==> config.mk <==
export PLATFORM = sky130hd
export DESIGN_NAME = selective_repeat_receiver_top
export DESIGN_NICKNAME = d
export VERILOG_FILES = /design/src/srr_pkg.sv /design/src/srr_ram.sv /design/src/selective_repeat_receiver_top.sv
export SDC_FILE = /design/constraint.sdc
export NUM_CORES = 1
export LEC_CHECK = 0
export ABC_AREA = 1
export BUFFER_PORTS_ARGS = -buffer_cell sky130_fd_sc_hd__buf_2
export CORE_MARGIN = 2
export CORE_UTILIZATION = 64
export DETAILED_ROUTE_END_ITERATION = 16
export MAX_ROUTING_LAYER = met4
export PLACE_DENSITY = 0.91
export SLEW_MARGIN = 10
export SYNTH_ARGS = -nofsm -noshare
export SYNTH_HDL_FRONTEND = slang
export SYNTH_SLANG_ARGS = --single-unit
==> constraint.sdc <==
create_clock -name clk_i -period 5.7 [get_ports clk_i]
set_clock_uncertainty 0.1 [all_clocks]
set_input_delay 1.71 -clock clk_i [delete_from_list [all_inputs] [get_ports clk_i]]
set_output_delay 1.71 -clock clk_i [all_outputs]
set_load 0.005 [all_outputs]
==> src/srr_pkg.sv <==
`timescale 1ns / 1ps
// ----------------------------------------------------------------------------
// srr_pkg
// Shared types and constants for the selective repeat receiver.
// ----------------------------------------------------------------------------
package srr_pkg;

  localparam int unsigned SEQ_W        = 16;
  localparam int unsigned PAYLOAD_W    = 32;
  localparam int unsigned WINDOW_DEF   = 4;
  localparam int unsigned SEQ_BITS_DEF = 16;

  typedef enum logic [1:0] {
    KIND_ACK     = 2'd0,
    KIND_DELIVER = 2'd1,
    KIND_DISCARD = 2'd2
  } kind_e;

  typedef struct packed {
    logic [SEQ_W-1:0]     seq;
    logic [PAYLOAD_W-1:0] payload;
  } frame_t;

  typedef struct packed {
    kind_e                kind;
    logic [SEQ_W-1:0]     seq_out;
    logic [PAYLOAD_W-1:0] data_out;
    logic                 duplicate;
    logic                 last;
  } result_t;

endpackage

==> src/srr_ram.sv <==
`timescale 1ns / 1ps
// ----------------------------------------------------------------------------
// srr_ram
// Generic single write port, single read port RAM with registered read.
// ----------------------------------------------------------------------------
module srr_ram #(
  parameter int unsigned WIDTH = 32,
  parameter int unsigned DEPTH = 4,
  localparam int unsigned AW   = (DEPTH > 1) ? $clog2(DEPTH) : 1
) (
  input  logic             clk_i,
  input  logic             we_i,
  input  logic [AW-1:0]    waddr_i,
  input  logic [WIDTH-1:0] wdata_i,
  input  logic [AW-1:0]    raddr_i,
  output logic [WIDTH-1:0] rdata_o
);

  logic [WIDTH-1:0] mem_q [DEPTH];

  always_ff @(posedge clk_i) begin
    if (we_i) begin
      mem_q[waddr_i] <= wdata_i;
    end
    rdata_o <= mem_q[raddr_i];
  end

endmodule

==> src/selective_repeat_receiver_top.sv <==
`timescale 1ns / 1ps
// ----------------------------------------------------------------------------
// selective_repeat_receiver_top
// Frame receiver: acknowledges or discards each frame and delivers in-order payloads.
// The acknowledge or discard result is computed in ST_CLASS from the captured
// frame and registered to res_o; then D deliveries follow, D = 0..WINDOW,
// one result per cycle, set by the single read port of the slot RAM.
// Reset clears the window base, the ring head and the slot valid bits.
// Results are strobed for one cycle; the receiver cannot stall them.
// ----------------------------------------------------------------------------
module selective_repeat_receiver_top #(
  parameter int unsigned WINDOW   = srr_pkg::WINDOW_DEF,
  parameter int unsigned SEQ_BITS = srr_pkg::SEQ_BITS_DEF
) (
  input  logic             clk_i,
  input  logic             rst_ni,
  input  logic             start,
  output logic             busy,
  input  srr_pkg::frame_t  frame_i,
  output logic             res_valid_o,
  output srr_pkg::result_t res_o
);

  localparam int unsigned IW = (WINDOW > 1) ? $clog2(WINDOW) : 1;
  localparam int unsigned XW = SEQ_BITS + 8;
  localparam logic [XW-1:0]  MOD_X = XW'(1) << SEQ_BITS;
  localparam logic [XW-1:0]  WIN_X = XW'(WINDOW);
  localparam logic [IW:0]    WIN_P = (IW + 1)'(WINDOW);

  typedef enum logic [2:0] {
    ST_IDLE    = 3'b001,
    ST_CLASS   = 3'b010,
    ST_DELIVER = 3'b100
  } state_e;

  state_e                        state_q, state_d;
  logic [SEQ_BITS-1:0]           seq_q;
  logic [srr_pkg::PAYLOAD_W-1:0] payload_q;
  logic [SEQ_BITS-1:0]           base_q, base_d;
  logic [IW-1:0]                 head_q, head_d;
  logic [WINDOW-1:0]             filled_q, filled_d;
  logic                          fwd_q, fwd_d;
  logic                          res_valid_q, res_valid_d;
  srr_pkg::result_t              res_q, res_d;

  logic [SEQ_BITS-1:0]           seq_dist;
  logic [XW-1:0]                 dist_x;
  logic                          in_win, behind;
  logic [IW:0]                   psum;
  logic [IW-1:0]                 phys;
  logic [IW:0]                   hsum;
  logic [IW-1:0]                 head_nxt;
  logic [WINDOW-1:0]             filled_clr;
  logic                          we;
  logic [IW-1:0]                 raddr;
  logic [srr_pkg::PAYLOAD_W-1:0] rdata;
  logic [31:0]                   seq_wide, base_wide;

  assign seq_dist = seq_q - base_q;
  assign dist_x   = XW'(seq_dist);
  assign in_win   = dist_x < WIN_X;
  assign behind   = (dist_x + WIN_X) >= MOD_X;
  assign psum     = (IW + 1)'(head_q) + (IW + 1)'(seq_dist);
  assign phys     = (psum >= WIN_P) ? IW'(psum - WIN_P) : IW'(psum);
  assign hsum     = (IW + 1)'(head_q) + (IW + 1)'(1);
  assign head_nxt = (hsum >= WIN_P) ? IW'(hsum - WIN_P) : IW'(hsum);
  assign seq_wide  = 32'(seq_q);
  assign base_wide = 32'(base_q);

  always_comb begin
    filled_clr         = filled_q;
    filled_clr[head_q] = 1'b0;
  end

  srr_ram #(
    .WIDTH (srr_pkg::PAYLOAD_W),
    .DEPTH (WINDOW)
  ) u_slot_ram (
    .clk_i   (clk_i),
    .we_i    (we),
    .waddr_i (phys),
    .wdata_i (payload_q),
    .raddr_i (raddr),
    .rdata_o (rdata)
  );

  always_comb begin
    state_d     = state_q;
    base_d      = base_q;
    head_d      = head_q;
    filled_d    = filled_q;
    fwd_d       = 1'b0;
    res_valid_d = 1'b0;
    res_d       = res_q;
    we          = 1'b0;
    raddr       = head_q;
    unique case (state_q)
      ST_IDLE: begin
        if (start) begin
          state_d = ST_CLASS;
        end
      end
      ST_CLASS: begin
        res_valid_d       = 1'b1;
        res_d.seq_out     = seq_wide[15:0];
        res_d.data_out    = '0;
        res_d.duplicate   = 1'b0;
        res_d.last        = 1'b1;
        state_d           = ST_IDLE;
        if (in_win) begin
          res_d.kind      = srr_pkg::KIND_ACK;
          res_d.duplicate = filled_q[phys];
          we              = !filled_q[phys];
          if (we) begin
            filled_d[phys] = 1'b1;
          end
          fwd_d = we && (phys == head_q);
          if (filled_q[head_q] || (we && (phys == head_q))) begin
            res_d.last = 1'b0;
            state_d    = ST_DELIVER;
          end
        end else if (behind) begin
          res_d.kind = srr_pkg::KIND_ACK;
        end else begin
          res_d.kind = srr_pkg::KIND_DISCARD;
        end
      end
      ST_DELIVER: begin
        res_valid_d     = 1'b1;
        res_d.kind      = srr_pkg::KIND_DELIVER;
        res_d.seq_out   = base_wide[15:0];
        res_d.data_out  = fwd_q ? payload_q : rdata;
        res_d.duplicate = 1'b0;
        filled_d        = filled_clr;
        head_d          = head_nxt;
        base_d          = base_q + SEQ_BITS'(1);
        raddr           = head_nxt;
        if (filled_clr[head_nxt]) begin
          res_d.last = 1'b0;
        end else begin
          res_d.last = 1'b1;
          state_d    = ST_IDLE;
        end
      end
      default: begin
        state_d = ST_IDLE;
      end
    endcase
  end

  always_ff @(posedge clk_i or negedge rst_ni) begin
    if (!rst_ni) begin
      state_q     <= ST_IDLE;
      base_q      <= '0;
      head_q      <= '0;
      filled_q    <= '0;
      fwd_q       <= 1'b0;
      res_valid_q <= 1'b0;
    end else begin
      state_q     <= state_d;
      base_q      <= base_d;
      head_q      <= head_d;
      filled_q    <= filled_d;
      fwd_q       <= fwd_d;
      res_valid_q <= res_valid_d;
    end
  end

  always_ff @(posedge clk_i) begin
    if ((state_q == ST_IDLE) && start) begin
      seq_q     <= SEQ_BITS'(32'(frame_i.seq));
      payload_q <= frame_i.payload;
    end
    res_q <= res_d;
  end

  assign busy        = (state_q != ST_IDLE);
  assign res_valid_o = res_valid_q;
  assign res_o       = res_q;

endmodule

==> results of run 1 <==
==> where the power goes <==
part | internal [mW] | leakage [nW] | switching [mW]
registers | 2.47 | 2.72 | 0.0967
logic | 0.179 | 2.24 | 0.372
clock network | 1.05 | 0.444 | 0.747
total | 3.70 | 5.40 | 1.22
==> state kept, by name, indices dropped and copies added, names as in the netlist <==
name,count
fwd_q,1
filled_q,4
state_q,3
u_slot_ram.mem_q,128
u_slot_ram.rdata_o,32
head_q,2
seq_q,16
payload_q,32
res_o,52
res_valid_o,1
base_q,16
==> kinds of logic (layout without fill, tap and decap cells) <==
group                    count (synthesis)  after routing  synth area share, %
flip-flops                             287            287                 69.3
buffers and inverters                  134            257                 4.43
AND/OR/NAND/NOR                        414            414                 15.3
adder cells (fa/ha/maj)                 22             22                 2.40
XOR/XNOR                                18             18                 1.34
other                                    0              2                    0
AO/OA/AOI/OAI                          157            157                 7.29
==> path summary, 6_finish.rpt <==
path | endpoint | cells after the start | slack (ns)
min | base_q[13] | 1 | 0.40
min in group asynchronous | head_q[1] | 1 | 1.11
max | u_slot_ram.rdata_o[14] | 9 | 2.07
max reg2reg | u_slot_ram.rdata_o[14] | 9 | 2.07
max in group asynchronous | base_q[7] | 1 | 3.96
min reg2reg | base_q[13] | 1 | 0.40
==> cells in the mapped netlist, types with 12 or more instances <==
master    count  area (um2)
a21oi_1      42         210
clkbuf_1     27         101
dfrtp_1      26         651
dfxtp_1      32         641
edfxtp_1    228        6850
ha_1         21         263
inv_1        93         349
nand2_1     223         837
nand3_1      25         125
nor2_1      103         387
o21ai_0      80         400
o22ai_1      21         131
o32ai_1      12         105
xor2_1       17         149
==> layer usage <==
layer	GRT usage, %	routed length [um]	vias to the layer above	share of wire [%]
met2	45.2	12800	421	51
met4	10.2	684	0	2.7
met1	32.9	9750	3788	39
met3	4.51	2020	67	8.0
li1	-	-	3730	-
met5	-	0	-	0
==> cell type report <==
type / count / area, um2 / share of cell area [%]
antenna: 2 / 5.00 / 0.0373
inverter: 96 / 360 / 2.68
sequential: 287 / 8160 / 60.8
clock inverter: 16 / 135 / 1.01
clock buffer: 35 / 778 / 5.79
multi-input combinational: 611 / 3140 / 23.4
timing repair buffer: 110 / 566 / 4.21
tap: 229 / 287 / 2.13
==> worst max-delay path: cells and delay by family (launching register included) <==
kind / cells / cell delay [ns]
flops: 1 / 0.53
simple gates: 3 / 0.41
compound gates: 2 / 0.57
buf+inv: 4 / 1.85
==> stage by stage <==
stage	hold slack [ns]	std cells	setup slack [ns]	total power, mW	cell area (um2)
3_5_place_dp	0.384	1333	2.14	3.14	12500
6_report	0.395	1386	2.07	4.92	13400
2_1_floorplan	0.358	1032	1.37	2.94	11800
4_1_cts	0.396	1384	2.13	4.93	13400
5_1_grt	0.411	1386	1.89	5.10	13400
3_3_place_gp	0.379	1333	2.27	3.12	12500
==> reports/metrics.cfg, run 1 <==
[timing]
tightestPinTransition_ns = 1.15
hold_viol = 0
fin_crit_sh_pct = 63.7
final-setup-viol-count = 0
maxSlewHeadroom_pct = 23.0
setup-tns-final_ns = 0
max_freq_mhz = 275
maxSlewViolCount = 0
rsz0062_at_grt = false
fin_crit_ns = 3.63

[hold_path]
min_from = base_q[13]
worstHoldPathType = flip-flop to flip-flop

[pwr]
p_leak_nw = 5.40
powerDensity_nw_per_um2 = 366
ir_drop_mv = 0.396

[finish]
mostFrequentLayoutCell = edfxtp_1
fillers = 1080
fin_util_pct = 74.5
drive_gt1_share_pct = 16.9
syn2layout_area_growth_pct = 14.0
final_cell_mix = 228 x edfxtp_1, 221 x nand2_1, 104 x buf_2
nets = 1207

[status]
status = finished, final reports clean

[global_route]
grt_usage_pct = 26.8
grt_pass1_vias = 8008
grt_antenna_before_repair = 2
grt_first_pass_wirelength_um = 40300
grt_max_degree = 78
overflow = 0

[route]
drt_iter0_drc = 790
ant_nets = 0
finalWirelength_um = 25300
wire_per_inst_um = 18.3
avgViaCountPerCell = 5.78
detail_route.first_pass.iterations = 5
vias = 8006
drc = 0

[setup_path]
critPathMaxFanout = 77
crit_start = state_q[0]
slowest_delay_ns = 0.68
cp_slowest_cell = buf_4
cp_common_cell = buf_4
worst_setup_path_end_kind = flip-flop
r2r_start = state_q[0]
required_ns = 6.00
startpoint_type = flip-flop
worstPathCellList = inv_1 > nand3_2 > buf_4 > nand2_1 > nand2_2 > buf_4 > inv_2 > o21ai_0 > o22ai_1
worstSetupPathType = flip-flop to flip-flop
arrival_ns = 3.93

[die]
num_io_pins = 105
start_util_pct = 65.4
die-area_um2 = 19500
die_h_um = 140
die_w_um = 140
core-area_um2 = 18000
rows = 49

[clocking]
cts_num_sinks = 287
cts_htree_levels = 1
insertion_delay_ns = 0.54
cts_buffers = 28
post_cts_buffers = 0
path_clk_slew_ns = 0.06
cts_tree = done
cts-resized-gates = 0
clock_path_buffers = 3
cts_root_buf = clkbuf_16
ctsHoldBuffers = 0

[place]
io_buffer_count = 104
gp_congestion = 0.935
hpwl_um = 14900

[yosys]
synthCells = 1032
synth_seq_area_share_pct = 69.3
synth-seq-cells = 287
synth_top_flop_cell = edfxtp_1
synth_nets = 1105
yosysWarnings = 0
synth_edf_count = 228
netlist_area_um2 = 11800
synth.avg_cell_area_um2 = 11.4
ys_types = 37
async_flop_share_pct = 9.41

[job]
max_cap_viol_count = 0

Note: power is estimated with default switching activity, not from simulation.
==> run 2: changes to the inputs <==
- ABC_AREA: 1 -> 0
- CORE_UTILIZATION: 64 -> 53
- PLACE_DENSITY: 0.91 -> 0.81
- clock period: 5.7 -> 2.96 ns (I/O delays scaled with it)
==> reports/metrics.cfg, run 2 <==
[setup_path]
worstSetupPathType = flip-flop to flip-flop
rr_worst_depth = 13  ; +4
rrSetupSlack_ns = -0.61  ; -2.67 ns
required_ns = 3.14  ; -2.86 ns
worst_setup_path_end_kind = flip-flop
slowest_delay_ns = 0.54  ; -0.14 ns
worstPathCellList = ha_4 > o211ai_2 > a21o_1 > a21boi_2 > o21a_1 > or3_1 > a211o_1 > or4_4 > buf_8 > nor3_4 > buf_6 > buf_12 > buf_16
r2r_start = seq_q[2]
arrival_ns = 3.75  ; -0.18 ns
r2r-end = u_slot_ram.mem_q[1][31]
critPathMaxFanout = 8  ; -90%
cp_slowest_cell = or4_4
startpoint_type = flip-flop

[pwr]
ir_drop_mv = 0.561  ; +42%
combinationalPowerShare_pct = 4.8  ; -6.4 points
pwr-share-clk_pct = 42.8  ; +6.1 points
p_sw_mw = 1.82  ; +50%
swShare_pct = 21.1  ; -3.6 points
powerDensity_nw_per_um2 = 603  ; +65%
p_int_mw = 6.79  ; +84%
p_leak_nw = 5.21  ; -3.5%
p_seq_share_pct = 52.5  ; +0.4 points

[route]
wire_per_inst_um = 21.7  ; +19%
avgViaCountPerCell = 5.65  ; -2.3%
detail_route.first_pass.iterations = 4  ; -1
drt_iter0_drc = 458  ; -42%
finalWirelength_um = 26100  ; +3.1%
ant_nets = 0  ; unchanged
drc = 0  ; unchanged
vias = 6798  ; -15%

[finish]
largest_register_ffs = 128  ; unchanged
nets = 980  ; -19%
diodes = 0  ; -2
final_cells = 1204  ; -13%
fin_util_pct = 68.2  ; -6.3 points
mostFrequentLayoutCell = edfxtp_1
fillers = 1330  ; +23%
final_cell_mix = 228 x edfxtp_1, 104 x buf_2, 79 x buf_4
fin_area_um2 = 14300  ; +6.4%
syn2layout_area_growth_pct = 26.4
top_register = u_slot_ram.mem_q
drive_gt1_share_pct = 34.2  ; +17 points

[timing]
finalWorstSetupSlack_ns = -0.607  ; -2.67 ns
max_freq_mhz = 280  ; +1.9%
fin_crit_sh_pct = 121  ; +57 points
maxSlewViolCount = 0  ; unchanged
setup-tns-final_ns = -71.00  ; -71.00 ns
rsz0062_at_grt = true
maxSlewHeadroom_pct = 53.4  ; +30 points
hold_viol = 0  ; unchanged
final-setup-viol-count = 136  ; +136
fin_crit_ns = 3.57  ; -0.0661 ns
tightestPinTransition_ns = 0.699  ; -0.455 ns

[yosys]
ys_types = 67  ; +81%
synth_top_area_cell = edfxtp_1
async_flop_share_pct = 9.41  ; unchanged
netlist_area_um2 = 11300  ; -4.1%
synth-seq-cells = 287  ; unchanged
synth.avg_cell_area_um2 = 16.3  ; +43%
yosysTopAreaCellShare_pct = 60.6  ; +2.5 points
synth_top_flop_cell = edfxtp_1
ys_top_cells_by_count = 228 x edfxtp_1, 53 x nor2_1, 43 x nand2_1, 34 x mux2i_1, 33 x mux4_2
yosysMostFrequentCell = edfxtp_1
synth_seq_area_share_pct = 72.2  ; +2.9 points
ys_top_cells_by_area = edfxtp_1 61%, mux4_2 6.6%, dfrtp_1 5.8%
synth_edf_count = 228  ; unchanged
synth_nets = 765  ; -31%
yosysWarnings = 0  ; unchanged
synthCells = 692  ; -33%

[hold_path]
worstHoldPathType = input pin to asynchronous set/reset pin

[place]
placed_area_um2 = 12800  ; +2.6%
io_buffer_count = 104  ; unchanged
pre_cts_ws_ns = -0.494  ; -2.63 ns
gp_congestion = 0.895  ; -4.3%
dp.cells = 1127  ; -15%
hpwl_um = 14700  ; -1.5%

[clocking]
ctsHoldBuffers = 0  ; unchanged
clock_path_buffers = 3  ; unchanged
path_clk_slew_ns = 0.06  ; about the same
cts_num_sinks = 287  ; unchanged
cts_htree_levels = 1  ; unchanged
cts_tree = done
cts_root_buf = clkbuf_16
cts_buffers = 28  ; unchanged
insertion_delay_ns = 0.56  ; +0.02 ns

[die]
die_h_um = 150  ; +7.4%
die-area_um2 = 22500  ; +15%
core-area_um2 = 21000  ; +16%
die_w_um = 150  ; +7.4%
rows = 53  ; +8.2%
num_io_pins = 105  ; unchanged
start_util_pct = 54.0  ; -11 points

[job]
max_cap_viol_count = 0  ; unchanged

[status]
status = finished, violations left
violations = negative setup slack

[global_route]
grt_usage_pct = 24.1  ; -2.7 points
grt_max_degree = 45  ; -42%
overflow = 0  ; unchanged
grt_first_pass_wirelength_um = 39500  ; -1.8%
grt_antenna_before_repair = 0  ; -2
grt_pass1_vias = 6940  ; -13%

run 2: cell count changes after synthesis, moves of 12 or more:
cell	change
nand2_1	-180
inv_1	-63
o21ai_0	-51
nor2_1	-50
mux2i_1	+34
mux4_2	+33
xnor2_1	+23
o22ai_1	-21
a21oi_1	-20
nand3_1	-17
xor2_1	-15
clkbuf_1	-12
run 2: repair_timing:
action                                  4_1_cts  5_1_grt
buffers inserted                             14        2
hold endpoints to repair                      0        0
endpoints found under the setup margin      138      138
gates resized for setup                      18        4
pin swaps                                     0        4
cloned                                        8        1
run 2: cell type report:
cell class | instances | area (um2) | area share, %
repair buffers | 208 | 1640 | 11.5
clock inverters | 14 | 198 | 1.38
inverters | 30 | 113 | 0.788
multi-input cells | 352 | 3070 | 21.5
flip-flops and latches | 287 | 8170 | 57.1
clock buffers | 38 | 758 | 5.31
well taps | 275 | 344 | 2.41
run 2: worst max path at each step:
| stage | start | endpoint | slack (ns) | depth (start not counted) |
|---|---|---|---|---|
| finish | seq_q[2] | u_slot_ram.mem_q[1][31] | -0.61 | 13 |
| detailed placement | seq_q[2] | u_slot_ram.mem_q[2][13] | -0.49 | 11 |
| CTS | seq_q[2] | u_slot_ram.mem_q[2][8] | -0.55 | 13 |
| floorplan | seq_q[4] | u_slot_ram.mem_q[0][0] | -0.95 | 12 |
| global route | seq_q[2] | u_slot_ram.mem_q[1][9] | -0.70 | 13 |
| global placement | seq_q[2] | u_slot_ram.mem_q[2][13] | -0.45 | 11 |
run 2: kinds of logic after synthesis:
family	synth area share [%]
xor+xnor	2.01
fa+ha+maj	2.50
buf+inv	2.12
flops	72.2
mux	9.68
simple gates	6.50
compound gates	4.98
run 2: power groups by stage:
stage          sequential [mW]  combinational [mW]  clock [mW]
2_1_floorplan             4.58               0.194           0
3_3_place_gp              4.59               0.379           0
5_1_grt                   4.52               0.449        3.87
3_5_place_dp              4.60               0.388           0
6_report                  4.52               0.410        3.69
4_1_cts                   4.52               0.401        3.72
run 2: metrics by stage:
step / hold slack [ns] / total power [mW]
after floorplan: 0.345 / 4.78
after global placement: 0.400 / 4.97
after detailed placement: 0.406 / 4.99
after CTS: 0.284 / 8.63
after global routing: 0.310 / 8.84
final: 0.275 / 8.61
run 2: routing by layer:
metal	track usage (%)	up-vias	routed length, um
met5	-	-	0
met4	6.42	0	649
met3	3.60	49	1650
met2	40.3	273	13200
met1	31.2	3416	10600
li1	-	3060	-
run 2: critical path, delay by kind of cell, from the launching register on:
kind	cells	cell delay [ns]
buf+inv	4	0.57
fa+ha+maj	1	0.26
compound gates	5	0.90
simple gates	3	1.03
flops	1	0.44
==> run 3: changes to the inputs <==
- SKIP_CTS_REPAIR_TIMING: not set -> 1
==> reports/metrics.cfg, run 3 (synthesis gave the netlist of run 2 again) <==
[status]
status = finished, violations left
violations = negative setup slack

[pwr]
p_sw_mw = 1.79  ; -1.4%
pwr-share-clk_pct = 42.7  ; about the same
powerDensity_nw_per_um2 = 610  ; +1.2%
p_int_mw = 6.79  ; about the same
p_leak_nw = 5.12  ; -1.8%
p_seq_share_pct = 52.6  ; about the same
combinationalPowerShare_pct = 4.7  ; about the same
ir_drop_mv = 0.562  ; +0.10%
total_power_mw = 8.58  ; -0.33%
swShare_pct = 20.9  ; -0.24 points

[setup_path]
startpoint_type = flip-flop
required_ns = 3.12  ; -0.02 ns
crit_cells = 13  ; unchanged
r2r-end = u_slot_ram.mem_q[2][23]
worstPathCellList = ha_2 > fa_1 > and2b_2 > o2111ai_4 > nand2_2 > a31oi_4 > xor2_1 > nand4b_1 > or4_4 > buf_12 > nor3_4 > buf_12 > buf_16
arrival_ns = 3.76  ; about the same
critPathMaxFanout = 8  ; unchanged
r2r_start = base_q[0]
rr_worst_depth = 13  ; unchanged
worst_setup_path_end_kind = flip-flop
rrSetupSlack_ns = -0.64  ; -0.03 ns
cp-endpoint = u_slot_ram.mem_q[2][23]
crit_family = simple AND/OR/NAND/NOR gates
slowest_delay_ns = 0.51  ; -0.03 ns
path_buf_inv = 3  ; -1
cp_common_cell = buf_12
worstSetupPathType = flip-flop to flip-flop
cp_slowest_cell = or4_4
crit_start = base_q[0]

[finish]
fillers = 1364  ; +2.6%
mostFrequentLayoutCell = edfxtp_1
multiInputGateArea_um2 = 3070  ; -0.24%
final_cell_mix = 228 x edfxtp_1, 104 x buf_2, 77 x buf_4
final_cells = 1193  ; -0.91%
top_register = u_slot_ram.mem_q
layout.area.seq_um2 = 8170  ; unchanged
largest_register_ffs = 128  ; unchanged
syn2layout_area_growth_pct = 24.5
drive_gt1_share_pct = 33.6  ; -0.68 points
diodes = 0  ; unchanged
nets = 969  ; -1.1%

[global_route]
grt_first_pass_wirelength_um = 36100  ; -8.6%
overflow = 0  ; unchanged
grt_pass1_vias = 6588  ; -5.1%
grt_max_degree = 45  ; unchanged
grt_antenna_before_repair = 0  ; unchanged
grt_usage_pct = 21.7  ; -2.4 points

[clocking]
cts_buffers = 28  ; unchanged
path_clk_slew_ns = 0.06  ; about the same
cts_htree_levels = 1  ; unchanged
insertion_delay_ns = 0.56  ; about the same
cts_num_sinks = 287  ; unchanged
cts_tree = done
clock_path_buffers = 3  ; unchanged
cts_root_buf = clkbuf_16

[timing]
rsz0062_at_grt = true
fin_crit_ns = 3.60  ; +0.0320 ns
tightestPinTransition_ns = 0.711  ; +0.0114 ns
final-setup-viol-count = 138  ; +1.5%
setup-tns-final_ns = -74.70  ; -3.70 ns
maxSlewHeadroom_pct = 52.6  ; -0.76 points
fin_crit_sh_pct = 122  ; +1.1 points
finalWorstSetupSlack_ns = -0.639  ; -0.0320 ns
maxSlewViolCount = 0  ; unchanged
hold_viol = 0  ; unchanged
max_freq_mhz = 278  ; -0.89%

[place]
gp_congestion = 0.895  ; unchanged
dp.cells = 1127  ; unchanged
io_buffer_count = 104  ; unchanged
hpwl_um = 14700  ; unchanged

[route]
ant_nets = 0  ; unchanged
detail_route.first_pass.iterations = 5  ; +1
avgViaCountPerCell = 5.54  ; -1.9%
drt_iter0_drc = 513  ; +12%
finalWirelength_um = 24500  ; -6.2%
wire_per_inst_um = 20.5  ; -5.4%
vias = 6606  ; -2.8%
drc = 0  ; unchanged

[die]
start_util_pct = 54.0  ; unchanged
num_io_pins = 105  ; unchanged
core-area_um2 = 21000  ; unchanged
die-area_um2 = 22500  ; unchanged
die_h_um = 150  ; unchanged
die_w_um = 150  ; unchanged
rows = 53  ; unchanged

[hold_path]
worstHoldPathType = input pin to asynchronous set/reset pin

[job]
max_cap_viol_count = 0  ; unchanged

run 3: worst min-delay path by stage:
stage	to	slack (ns)	cells past startpoint	from
floorplan	base_q[9]	0.35	1	base_q[9]
global placement	base_q[15]	0.40	1	base_q[15]
detailed placement	u_slot_ram.mem_q[2][21]	0.41	0	payload_q[21]
CTS	state_q[1]	0.28	1	rst_ni
global route	state_q[1]	0.31	1	rst_ni
finish	state_q[1]	0.28	1	rst_ni
run 3: stage by stage:
step,util (%),hold slack (ns),area [um2],setup WS [ns]
floorplan,-,0.345,11400,-0.945
global placement,61.3,0.400,12800,-0.446
detailed placement,61.3,0.406,12800,-0.494
CTS,65.8,0.284,13800,-0.558
global route,67.2,0.313,14100,-0.708
finish,67.2,0.276,14100,-0.639
run 3: cell type report:
class                   count  area share, %
multi-input cells         352           21.8
inverters                  30          0.800
clock buffers              38           5.39
well taps                 275           2.44
repair buffers            197           10.2
clock inverters            14           1.40
flip-flops and latches    287           58.0
run 3: per-layer routing:
metal	vias up	share of wire, %	GRT usage, %
li1	3028	-	-
met1	3299	42	28.9
met2	246	50	35.3
met3	33	6.8	3.29
met4	0	1.7	6.08
met5	-	0	-
run 3: power by group through the flow:
stage	logic, mW	registers (mW)	clock network [mW]
after floorplan	0.194	4.58	0
after global placement	0.379	4.59	0
after detailed placement	0.388	4.60	0
after CTS	0.391	4.52	3.72
after global routing	0.444	4.52	3.87
final	0.405	4.52	3.66
